## config.mk

```make
export PLATFORM = sky130hd
export DESIGN_NAME = tlac_div
export DESIGN_NICKNAME = d
export VERILOG_FILES = /design/src/rtl/core/tlac_pkg.sv /design/src/rtl/core/tlac_div.sv
export SDC_FILE = /design/constraint.sdc
export NUM_CORES = 1
export LEC_CHECK = 0
export ABC_AREA = 1
export BUFFER_PORTS_ARGS = -buffer_cell sky130_fd_sc_hd__buf_2
export CAP_MARGIN = 20
export CORE_MARGIN = 2
export CORE_UTILIZATION = 23
export CTS_BUF_LIST = sky130_fd_sc_hd__clkbuf_8
export DETAILED_ROUTE_END_ITERATION = 10
export PLACE_DENSITY = 0.4
export SYNTH_ARGS = -nofsm -noshare
export SYNTH_HDL_FRONTEND = slang
export SYNTH_SLANG_ARGS = --single-unit
```

## constraint.sdc

```tcl
create_clock -name clk_i -period 1.7 [get_ports clk_i]
set_clock_uncertainty 0.05 [all_clocks]
set_input_delay 0.17 -clock clk_i [delete_from_list [all_inputs] [get_ports clk_i]]
set_output_delay 0.17 -clock clk_i [all_outputs]
set_load 0.02 [all_outputs]
```

## src/rtl/core/tlac_pkg.sv

```systemverilog
package tlac_pkg;

  localparam int unsigned KEY_W   = 10;
  localparam int unsigned POS_W   = 10;
  localparam int unsigned PAGE_W  = 11;
  localparam int unsigned COST_W  = 11;
  localparam int unsigned TOTAL_W = 40;
  localparam int unsigned DIV_CNT_W = $clog2(POS_W + 1);

  localparam logic MODE_LOAD   = 1'b0;
  localparam logic MODE_ACCESS = 1'b1;

  typedef enum logic [2:0] {
    ST_IDLE,
    ST_POS,
    ST_HERE,
    ST_PREV,
    ST_SWAP,
    ST_WAIT
  } tlac_state_e;

  typedef struct packed {
    logic              start;
    logic [POS_W-1:0]  dividend;
    logic [PAGE_W-1:0] divisor;
  } div_req_t;

  typedef struct packed {
    logic             busy;
    logic [POS_W-1:0] quotient;
  } div_rsp_t;

endpackage

```

## src/rtl/core/tlac_div.sv

```systemverilog
module tlac_div (
  input  logic              clk_i,
  input  logic              rst_ni,
  input  tlac_pkg::div_req_t req_i,
  output tlac_pkg::div_rsp_t rsp_o
);
  import tlac_pkg::*;

  logic                 busy_q, busy_d;
  logic [DIV_CNT_W-1:0] cnt_q, cnt_d;
  logic [POS_W-1:0]     dvd_q, dvd_d;
  logic [PAGE_W-1:0]    rem_q, rem_d;
  logic [PAGE_W-1:0]    dvs_q, dvs_d;
  logic [PAGE_W:0]      rem_sh;
  logic [PAGE_W:0]      diff;
  logic                 fits;

  // restoring division, one quotient bit per cycle shifted into the dividend register
  assign rem_sh = {rem_q, dvd_q[POS_W-1]};
  assign diff   = rem_sh - {1'b0, dvs_q};
  assign fits   = rem_sh >= {1'b0, dvs_q};

  always_comb begin
    busy_d = busy_q;
    cnt_d  = cnt_q;
    dvd_d  = dvd_q;
    rem_d  = rem_q;
    dvs_d  = dvs_q;
    if (req_i.start) begin
      busy_d = 1'b1;
      cnt_d  = DIV_CNT_W'(POS_W);
      dvd_d  = req_i.dividend;
      rem_d  = '0;
      // a page size of zero acts as one
      dvs_d  = (req_i.divisor == '0) ? PAGE_W'(1) : req_i.divisor;
    end else if (busy_q) begin
      dvd_d = {dvd_q[POS_W-2:0], fits};
      rem_d = fits ? diff[PAGE_W-1:0] : rem_sh[PAGE_W-1:0];
      cnt_d = cnt_q - DIV_CNT_W'(1);
      if (cnt_q == DIV_CNT_W'(1)) begin
        busy_d = 1'b0;
      end
    end
  end

  always_ff @(posedge clk_i or negedge rst_ni) begin
    if (!rst_ni) begin
      busy_q <= 1'b0;
      cnt_q  <= '0;
    end else begin
      busy_q <= busy_d;
      cnt_q  <= cnt_d;
    end
  end

  always_ff @(posedge clk_i) begin
    dvd_q <= dvd_d;
    rem_q <= rem_d;
    dvs_q <= dvs_d;
  end

  assign rsp_o.busy     = busy_q;
  assign rsp_o.quotient = dvd_q;

endmodule

```

Yosys cells after proc, flatten, opt, wreduce, memory -nomap -nowiden
Index checks and enable logic that the tools add are counted.
W data, S select, Z words.

cells by class
  $add $sub $neg = 2
  $lt $le $gt $ge = 1
  multiplexer cells = 8
  reductions and logical operators = 2
  eq/ne operators = 1

operator list
  kind                   count
  $mux W10               2
  $ge A12 B11 Y1         1
  $logic_not A11 Y1      1
  $mux W11               1
  $sub A11 B11 Y11       1
  $mux W4                2
  $eq A4 B1 Y1 const B   1
  $sub A4 B1 Y4 const B  1
  $mux W1                3
  $reduce_bool A2 Y1     1

storage, ports and cells
  bits of input ports = 24
  flip-flop bits (word level) = 37
  output and inout bits = 11

Longest topological paths before layout
Gate-level depths: netlist of run 1.

  word-level depth = 4
  mapped depth = 12

Least setup slack after synthesis of run 1
Ideal clock, no wire load.

  path kind = reg2reg
  start = register dvd_q[9]
  end = register rem_q[7]
  cell stages (with the launch flop) = 13
  arrival time = 1831 ps
  period minus slack after synthesis = 1994 ps
  setup time = 113 ps
  path slack = -294 ps
  path buffers = 1
  cells stage by stage = edfxtp_1 > inv_1 > ha_1 > fa_1 > inv_1 > nand3_1 > nand3_2 > nand2_2 > nand4_4 > buf_12 > nand3_2 > nand3_1 > nand2_1

between the ends
  cells in the longest elaborated chain, start to end = 2
  elaborated cells on any way between the ends = 3

ends and longest elaborated chain
  element                                             RTL line                        text
  start: declaration                                  tlac_div.sv:11                  logic [POS_W-1:0] dvd_q, dvd_d;
  start signal: assignment                            tlac_div.sv:57                  dvd_q <= dvd_d;
  $sub A11 B11 Y11 or $ge A12 B11 Y1 (tied branches)  tlac_div.sv:20, tlac_div.sv:21
  $mux W11 *                                          tlac_div.sv:38                  rem_d = fits ? diff[PAGE_W-1:0] : rem_sh[PAGE_W-1:0];
  end signal: assignment                              tlac_div.sv:58                  rem_q <= rem_d;
  end: declaration                                    tlac_div.sv:12                  logic [PAGE_W-1:0] rem_q, rem_d;

Every way passes the cells marked *; elsewhere a longest branch is shown, timed or not.
A chain may end at the register's enable or synchronous reset.

Worst setup path after layout of run 1
  start = register dvs_q[0]
  end = register rem_q[9]

between the ends
  cells in the longest elaborated chain, start to end = 2
  elaborated cells on any way between the ends = 3

ends and longest elaborated chain
  element                                             RTL line                        text
  start: declaration                                  tlac_div.sv:13                  logic [PAGE_W-1:0] dvs_q, dvs_d;
  start signal: assignment                            tlac_div.sv:59                  dvs_q <= dvs_d;
  $sub A11 B11 Y11 or $ge A12 B11 Y1 (tied branches)  tlac_div.sv:20, tlac_div.sv:21
  $mux W11 *                                          tlac_div.sv:38

Marks and branches as above.

==> flow_metrics.env, run 1 <==
export IMPL_dp_hpwl_um=4880
export IMPL_period_minus_slack_ns=1.81
export IMPL_cts_tree="built"
export IMPL_startpoint="dvs_q[0]$_SDFFCE_PN1P_"
export IMPL_hp_class="in2reg"
export IMPL_clockRootBuffer="clkbuf_8"
export IMPL_crit_arrival_ns=1.94
export IMPL_setup_slack_ns=-0.106
export IMPL_cp_num_buf_inv=2
export IMPL_setup_viol=12
export IMPL_tightest_slew_ns=0.666
export IMPL_cts_inserted_buffers=5
export IMPL_use_met2_pct=20.5
export IMPL_start_kind="flip-flop"
export IMPL_path_clk_slew_ns=0.07
export IMPL_synth_seq_cells=37
export IMPL_maxCapViolCount=0
export IMPL_mostFrequentLayoutCells="91 x nand2_1, 49 x inv_1, 46 x buf_4"
export IMPL_power_frac_clock_pct=12.9
export IMPL_die_height_um=107
export IMPL_switchingPower_mw=1.91
export IMPL_grt_first_pass_wirelength_um=10600
export IMPL_drive_gt1_share_pct=35.4
export IMPL_crit_path_cell_trace="ha_4 -> fa_2 -> inv_2 -> nand3_2 -> nand3_4 -> nand2_4 -> nand4_4 -> buf_8 -> nand3_2 -> nand3_1 -> nand2_1"
export IMPL_period_share_pct=106
export IMPL_wl_per_cell_um=12.4
export IMPL_critPathMaxFanout=8
export IMPL_htreeDepth=2
export IMPL_final_cell_area_um2=3220
export IMPL_status="complete, but fails checks"
export IMPL_ys_seq_area_share_pct=40.3
export IMPL_vias=2196
export IMPL_n_antenna_cell=0
export IMPL_via_per_inst=4.22
export IMPL_powerDensity_nw_per_um2=1440
export IMPL_synthesis_nets=347
export IMPL_die_area_um2=11400
export IMPL_worstReg2RegStart="dvs_q[0]$_SDFFCE_PN1P_"
export IMPL_mostFrequentLayoutCell="nand2_1"
export IMPL_fmax_ghz=0.554
export IMPL_routabilityCongestion=0.822
export IMPL_utilization_pct=31.3
export IMPL_portBuffers=34
export IMPL_wl_um=6450
export IMPL_antenna_found_initial=0
export IMPL_layout_nets=421
export IMPL_max_slew_margin_rel_pct=55.4
export IMPL_grt_use_met3_pct=1.82
export IMPL_syn_avg_cell_area_um2=7.83
export IMPL_p_comb_share_pct=60.1
export IMPL_rows=37
export IMPL_drv_slew=0
export IMPL_p_int_mw=2.72
export IMPL_rsz0062_at_grt="yes"
export IMPL_grt_overflow_total=0
export IMPL_cpMaxStageDelayCell="edfxtp_1"
export IMPL_syn_to_final_growth_pct=33.1
export IMPL_switching_share_pct=41.3
export IMPL_drc=0
export IMPL_core_area_um2=10300
export IMPL_ir_drop_mv=0.412
export IMPL_pre_cts_ws_ns=-0.190
export IMPL_die_w_um=107
export IMPL_grt_max_degree=15
export IMPL_place_area_um2=3010
export IMPL_busiest_layer="met2"
export IMPL_power_frac_seq_pct=27.0
export IMPL_finalPower_mw=4.64
export IMPL_min_delay_start="req_i[10]"
export IMPL_power_leakage_nw=1.65
export IMPL_mappedNetlistArea_um2=2420
export IMPL_cp_slowest_stage_delay_ns=0.42
export IMPL_critical_path_class="reg2reg"
export IMPL_firstDrtPassIters=5
export IMPL_ios=35
export IMPL_required_ns=1.84
export IMPL_yosys_warnings=0
export IMPL_first_iter_violations=48
export IMPL_clk_path_buf_depth=2
export IMPL_endpoint_kind="flip-flop"
export IMPL_path_common_cell="nand3_2"
export IMPL_ant_nets=0
export IMPL_grtUsageTotal_pct=11.7
export IMPL_fin_tns_setup_ns=-1.02
export IMPL_insertion_delay_ns=0.29
export IMPL_met1_usage_pct=14.3
export IMPL_start_util_pct=23.5
export IMPL_syn_inst=309
export IMPL_finalHoldViolCount=0
export IMPL_clkSinkCount=37
export IMPL_violations="negative setup slack"
export IMPL_grt_pass1_vias=2229
export IMPL_ys_types=37
export IMPL_critPathTopFamily="adder cells"
[worst register-to-register path: stages, from the launching register on]
cell and delay (ns):
edfxtp_1 0.42, ha_4 0.19, fa_2 0.34, inv_2 0.07, nand3_2 0.07, nand3_4 0.09
nand2_4 0.07, nand4_4 0.08, buf_8 0.15, nand3_2 0.07, nand3_1 0.07, nand2_1 0.05
[routing by layer]
metal  up-vias  wire length (µm)
met5         -                 0
met4         0               233
met3        14               199
met2        49              3080
met1      1008              2940
li1       1125                 -
[worst paths after layout]
path	cells after the start	slack, ns	end
worst min register to register	2	0.43	rem_q[10]$_SDFFE_PP0P_
worst max register to register	11	-0.11	rem_q[9]$_SDFFE_PP0P_
worst min-delay path	1	0.02	dvs_q[10]$_SDFFCE_PN0P_
max in group asynchronous	2	1.29	busy_q$_DFF_PN0_
worst max-delay path	11	-0.11	rem_q[9]$_SDFFE_PP0P_
min in group asynchronous	2	0.18	cnt_q[3]$_DFFE_PN0P_
[synthesized netlist by cell type (all sizes together)]
cell         number  share of area, %
nand4            15               4.8
dfxtp            11               9.1
a21o              1              0.31
clkbuf           13               2.4
dfrtp             5               5.2
a41oi             1              0.36
xor2              1              0.36
nor4              3              0.78
a22oi             1              0.31
inv              52               8.1
a31o              1              0.36
and2              1              0.36
xnor2             2              0.72
nand2           107                18
nand3            31               7.7
nor2             13               2.5
fa                1              0.83
o21ai             3              0.62
a21oi             5               1.5
ha               13               6.7
edfxtp           21                26
nor3              1              0.21
buf               5               2.1
dlygate4sd1       1              0.36
or2               1              0.26
[metrics by stage]
step                hold slack, ns  std cells
floorplan                   -0.176        309
global placement           -0.0524        504
detailed placement         -0.0485        504
CTS                         0.0116        517
global route                0.0135        520
finish                      0.0195        520
[state kept, by name, summed over array words and instances, names as in the netlist]
| name | flops |
|---|---|
| dvs_q | 11 |
| busy_q | 1 |
| cnt_q | 4 |
| rem_q | 11 |
| dvd_q | 10 |
[cell type report]
cell class,instances,area (µm²)
flip-flops and latches,37,976
well taps,136,170
fillers,1120,7060
multi-input cells,202,1220
clock buffers,5,68.8
repair buffers,85,574
inverters,52,195
clock inverters,3,13.8
[power by group through the flow]
stage / clock network (mW) / registers (mW) / logic, mW
floorplan: 0 / 1.29 / 1.68
global placement: 0 / 1.27 / 2.55
detailed placement: 0 / 1.26 / 2.55
CTS: 0.631 / 1.25 / 2.69
global route: 0.658 / 1.28 / 3.12
finish: 0.597 / 1.25 / 2.79
[cell families (layout without fill, tap and decap cells)]
group                      count (synthesis)  after routing  share of synthesized area, %
AOI/OAI and AO/OA                         12             12                          3.46
and+or+nand+nor                          172            173                          34.6
adders and majority gates                 14             14                          7.55
buffers and inverters                     71            145                          13.0
DFF                                       37             37                          40.3
xor gates and xnor gates                   3              3                          1.09
[what timing repair did]
action                                  in CTS  in global routing
pin swaps                                    1                  4
endpoints found under the setup margin      12                 12
resized for setup                            6                  8
setup buffers                                4                  1
hold endpoints to repair                     5                  0
hold buffers                                 1                  0
cloned                                       0                  1
Note: power is estimated with default switching activity, not from simulation.
==> inputs of run 2 (changes only) <==
GPL_TIMING_DRIVEN = 0   (was unset)
==> run 2 against run 1 <==
  * The run still ends with negative setup slack left
  * Power up 0.78%
  * Global-route usage is 0.24 points lower
  * Register-to-register slack lost 0.17 ns
  * Clock power up 6.2%
  * Wire length is 5.0% lower
  * Sequential power hardly changed
  * Cell count down 3.7%
==> flow_metrics.env, run 2 (synthesis gave the netlist of run 1 again) <==
export IMPL_n_antenna_cell=0
export IMPL_met1_usage_pct=14.8
export IMPL_ant_nets=0
export IMPL_layout_nets=402
export IMPL_drive_gt1_share_pct=31.2
export IMPL_die_area_um2=11400
export IMPL_setup_slack_ns=-0.272
export IMPL_start_kind="flip-flop"
export IMPL_use_met2_pct=19.8
export IMPL_r2r_slack_ns=-0.27
export IMPL_syn_to_final_growth_pct=30.1
export IMPL_path_common_cell="nand3_2"
export IMPL_critPathMaxFanout=5
export IMPL_drc=0
export IMPL_first_iter_violations=76
export IMPL_via_per_inst=4.19
export IMPL_fmax_ghz=0.507
export IMPL_htreeDepth=2
export IMPL_holdPathStages=3
export IMPL_insertion_delay_ns=0.30
export IMPL_min_to="dvd_q[4]$_DFFE_PP_"
export IMPL_routabilityCongestion=0.793
export IMPL_setup_viol=12
export IMPL_antenna_found_initial=0
export IMPL_clockRootBuffer="clkbuf_8"
export IMPL_ir_drop_mv=0.463
export IMPL_violations="negative setup slack"
export IMPL_firstDrtPassIters=4
export IMPL_busiest_layer="met2"
export IMPL_grt_overflow_total=0
export IMPL_grtUsageTotal_pct=11.5
export IMPL_critical_path_class="reg2reg"
export IMPL_tightest_slew_ns=0.643
export IMPL_hp_class="in2reg"
export IMPL_cts_inserted_buffers=5
export IMPL_clk_path_buf_depth=2
export IMPL_period_share_pct=116
export IMPL_cp_slowest_stage_delay_ns=0.43
export IMPL_die_w_um=107
export IMPL_wl_um=6130
export IMPL_drv_slew=0
export IMPL_die_height_um=107
export IMPL_crit_path_cell_trace="ha_4 -> fa_2 -> inv_2 -> nand3_2 -> nand3_4 -> nand2_4 -> nand4_4 -> buf_6 -> buf_12 -> nand3_2 -> nand3_2 -> nand2_1"
export IMPL_pre_cts_ws_ns=-0.355
export IMPL_clkSinkCount=37
export IMPL_cpMaxStageDelayCell="edfxtp_1"
export IMPL_grt_use_met3_pct=1.88
export IMPL_crit_arrival_ns=2.12
export IMPL_worstRegToRegCells=12
export IMPL_finalHoldViolCount=0
export IMPL_endpoint_kind="flip-flop"
export IMPL_max_slew_margin_rel_pct=56.8
export IMPL_grt_first_pass_wirelength_um=10400
export IMPL_mostFrequentLayoutCell="nand2_1"
export IMPL_core_area_um2=10300
export IMPL_wl_per_cell_um=12.2
export IMPL_worstReg2RegStart="dvs_q[0]$_SDFFCE_PN1P_"
export IMPL_rows=37
export IMPL_utilization_pct=30.6
export IMPL_required_ns=1.85
export IMPL_min_delay_start="req_i[15]"
export IMPL_ios=35
export IMPL_portBuffers=34
export IMPL_vias=2097
export IMPL_status="complete, but fails checks"
export IMPL_cts_tree="built"
export IMPL_dp_hpwl_um=4450
export IMPL_grt_pass1_vias=2106
export IMPL_timing_rr_end="rem_q[9]$_SDFFE_PP0P_"
export IMPL_period_minus_slack_ns=1.97
export IMPL_rsz0062_at_grt="yes"
export IMPL_mostFrequentLayoutCells="92 x nand2_1, 48 x inv_1, 35 x buf_2"
export IMPL_top_regs="dvs_q x11, rem_q x11, dvd_q x10"
export IMPL_start_util_pct=23.5
export IMPL_powerDensity_nw_per_um2=1480
export IMPL_maxCapViolCount=0
export IMPL_path_clk_slew_ns=0.09
export IMPL_power_leakage_nw=1.56
export IMPL_grt_max_degree=16
export IMPL_timing_hold_ws_ns=0.0845
## run 2: where the power goes
part / switching [mW] / internal (mW) / leakage (nW)
clock network: 0.350 / 0.284 / 0.0439
logic: 1.58 / 1.20 / 1.15
registers: 0.120 / 1.14 / 0.364
total: 2.05 / 2.62 / 1.56
## run 2: metal layers
layer | vias up | part of all wire, %
met1 | 974 | 47
met5 | - | 0
li1 | 1089 | -
met3 | 6 | 2.6
met4 | 0 | 1.2
met2 | 28 | 49
## run 2: worst max path at each step
stage,startpoint,end,slack (ns),depth (start not counted)
2_1_floorplan,dvd_q[9]$_DFFE_PP_,dvd_q[0]$_DFFE_PP_,-0.20,11
3_3_place_gp,dvd_q[9]$_DFFE_PP_,dvd_q[0]$_DFFE_PP_,-0.35,11
3_5_place_dp,dvd_q[9]$_DFFE_PP_,dvd_q[0]$_DFFE_PP_,-0.36,11
4_1_cts,dvs_q[0]$_SDFFCE_PN1P_,rem_q[7]$_SDFFE_PP0P_,-0.28,12
5_1_grt,dvs_q[0]$_SDFFCE_PN1P_,rem_q[9]$_SDFFE_PP0P_,-0.37,12
6_report,dvs_q[0]$_SDFFCE_PN1P_,rem_q[9]$_SDFFE_PP0P_,-0.27,12
## run 2: timing repair
item,4_1_cts,5_1_grt
hold endpoints to repair,5,0
cloned,1,0
setup buffers,10,3
endpoints found under the setup margin,12,12
gates resized for setup,17,10
hold buffers,1,0
pin swaps,4,0
## run 2: through the flow
stage / instance area, µm² / power (mW) / TNS (ns) / instances
detailed placement: 2800 / 3.45 / -3.60 / 479
floorplan: 2460 / 2.97 / -2.06 / 309
CTS: 3110 / 4.70 / -3.00 / 499
finish: 3150 / 4.67 / -2.41 / 501
global route: 3150 / 5.07 / -3.50 / 501
global placement: 2800 / 3.46 / -3.60 / 479
## run 2: final cells by class
| class | instances | area, µm² |
|---|---|---|
| multi-input cells | 201 | 1290 |
| repair buffers | 48 | 307 |
| clock buffers | 5 | 68.8 |
| inverters | 52 | 195 |
| plain buffers | 19 | 123 |
| clock inverters | 3 | 17.5 |
| fillers | 1131 | 7130 |
| flip-flops and latches | 37 | 976 |
| well taps | 136 | 170 |
## run 2: worst max-delay path: cells and delay by family, from the launching register on
kind	cells	cell delay, ns
fa+ha+maj	2	0.55
simple gates	7	0.52
flops	1	0.43
buf+inv	3	0.32
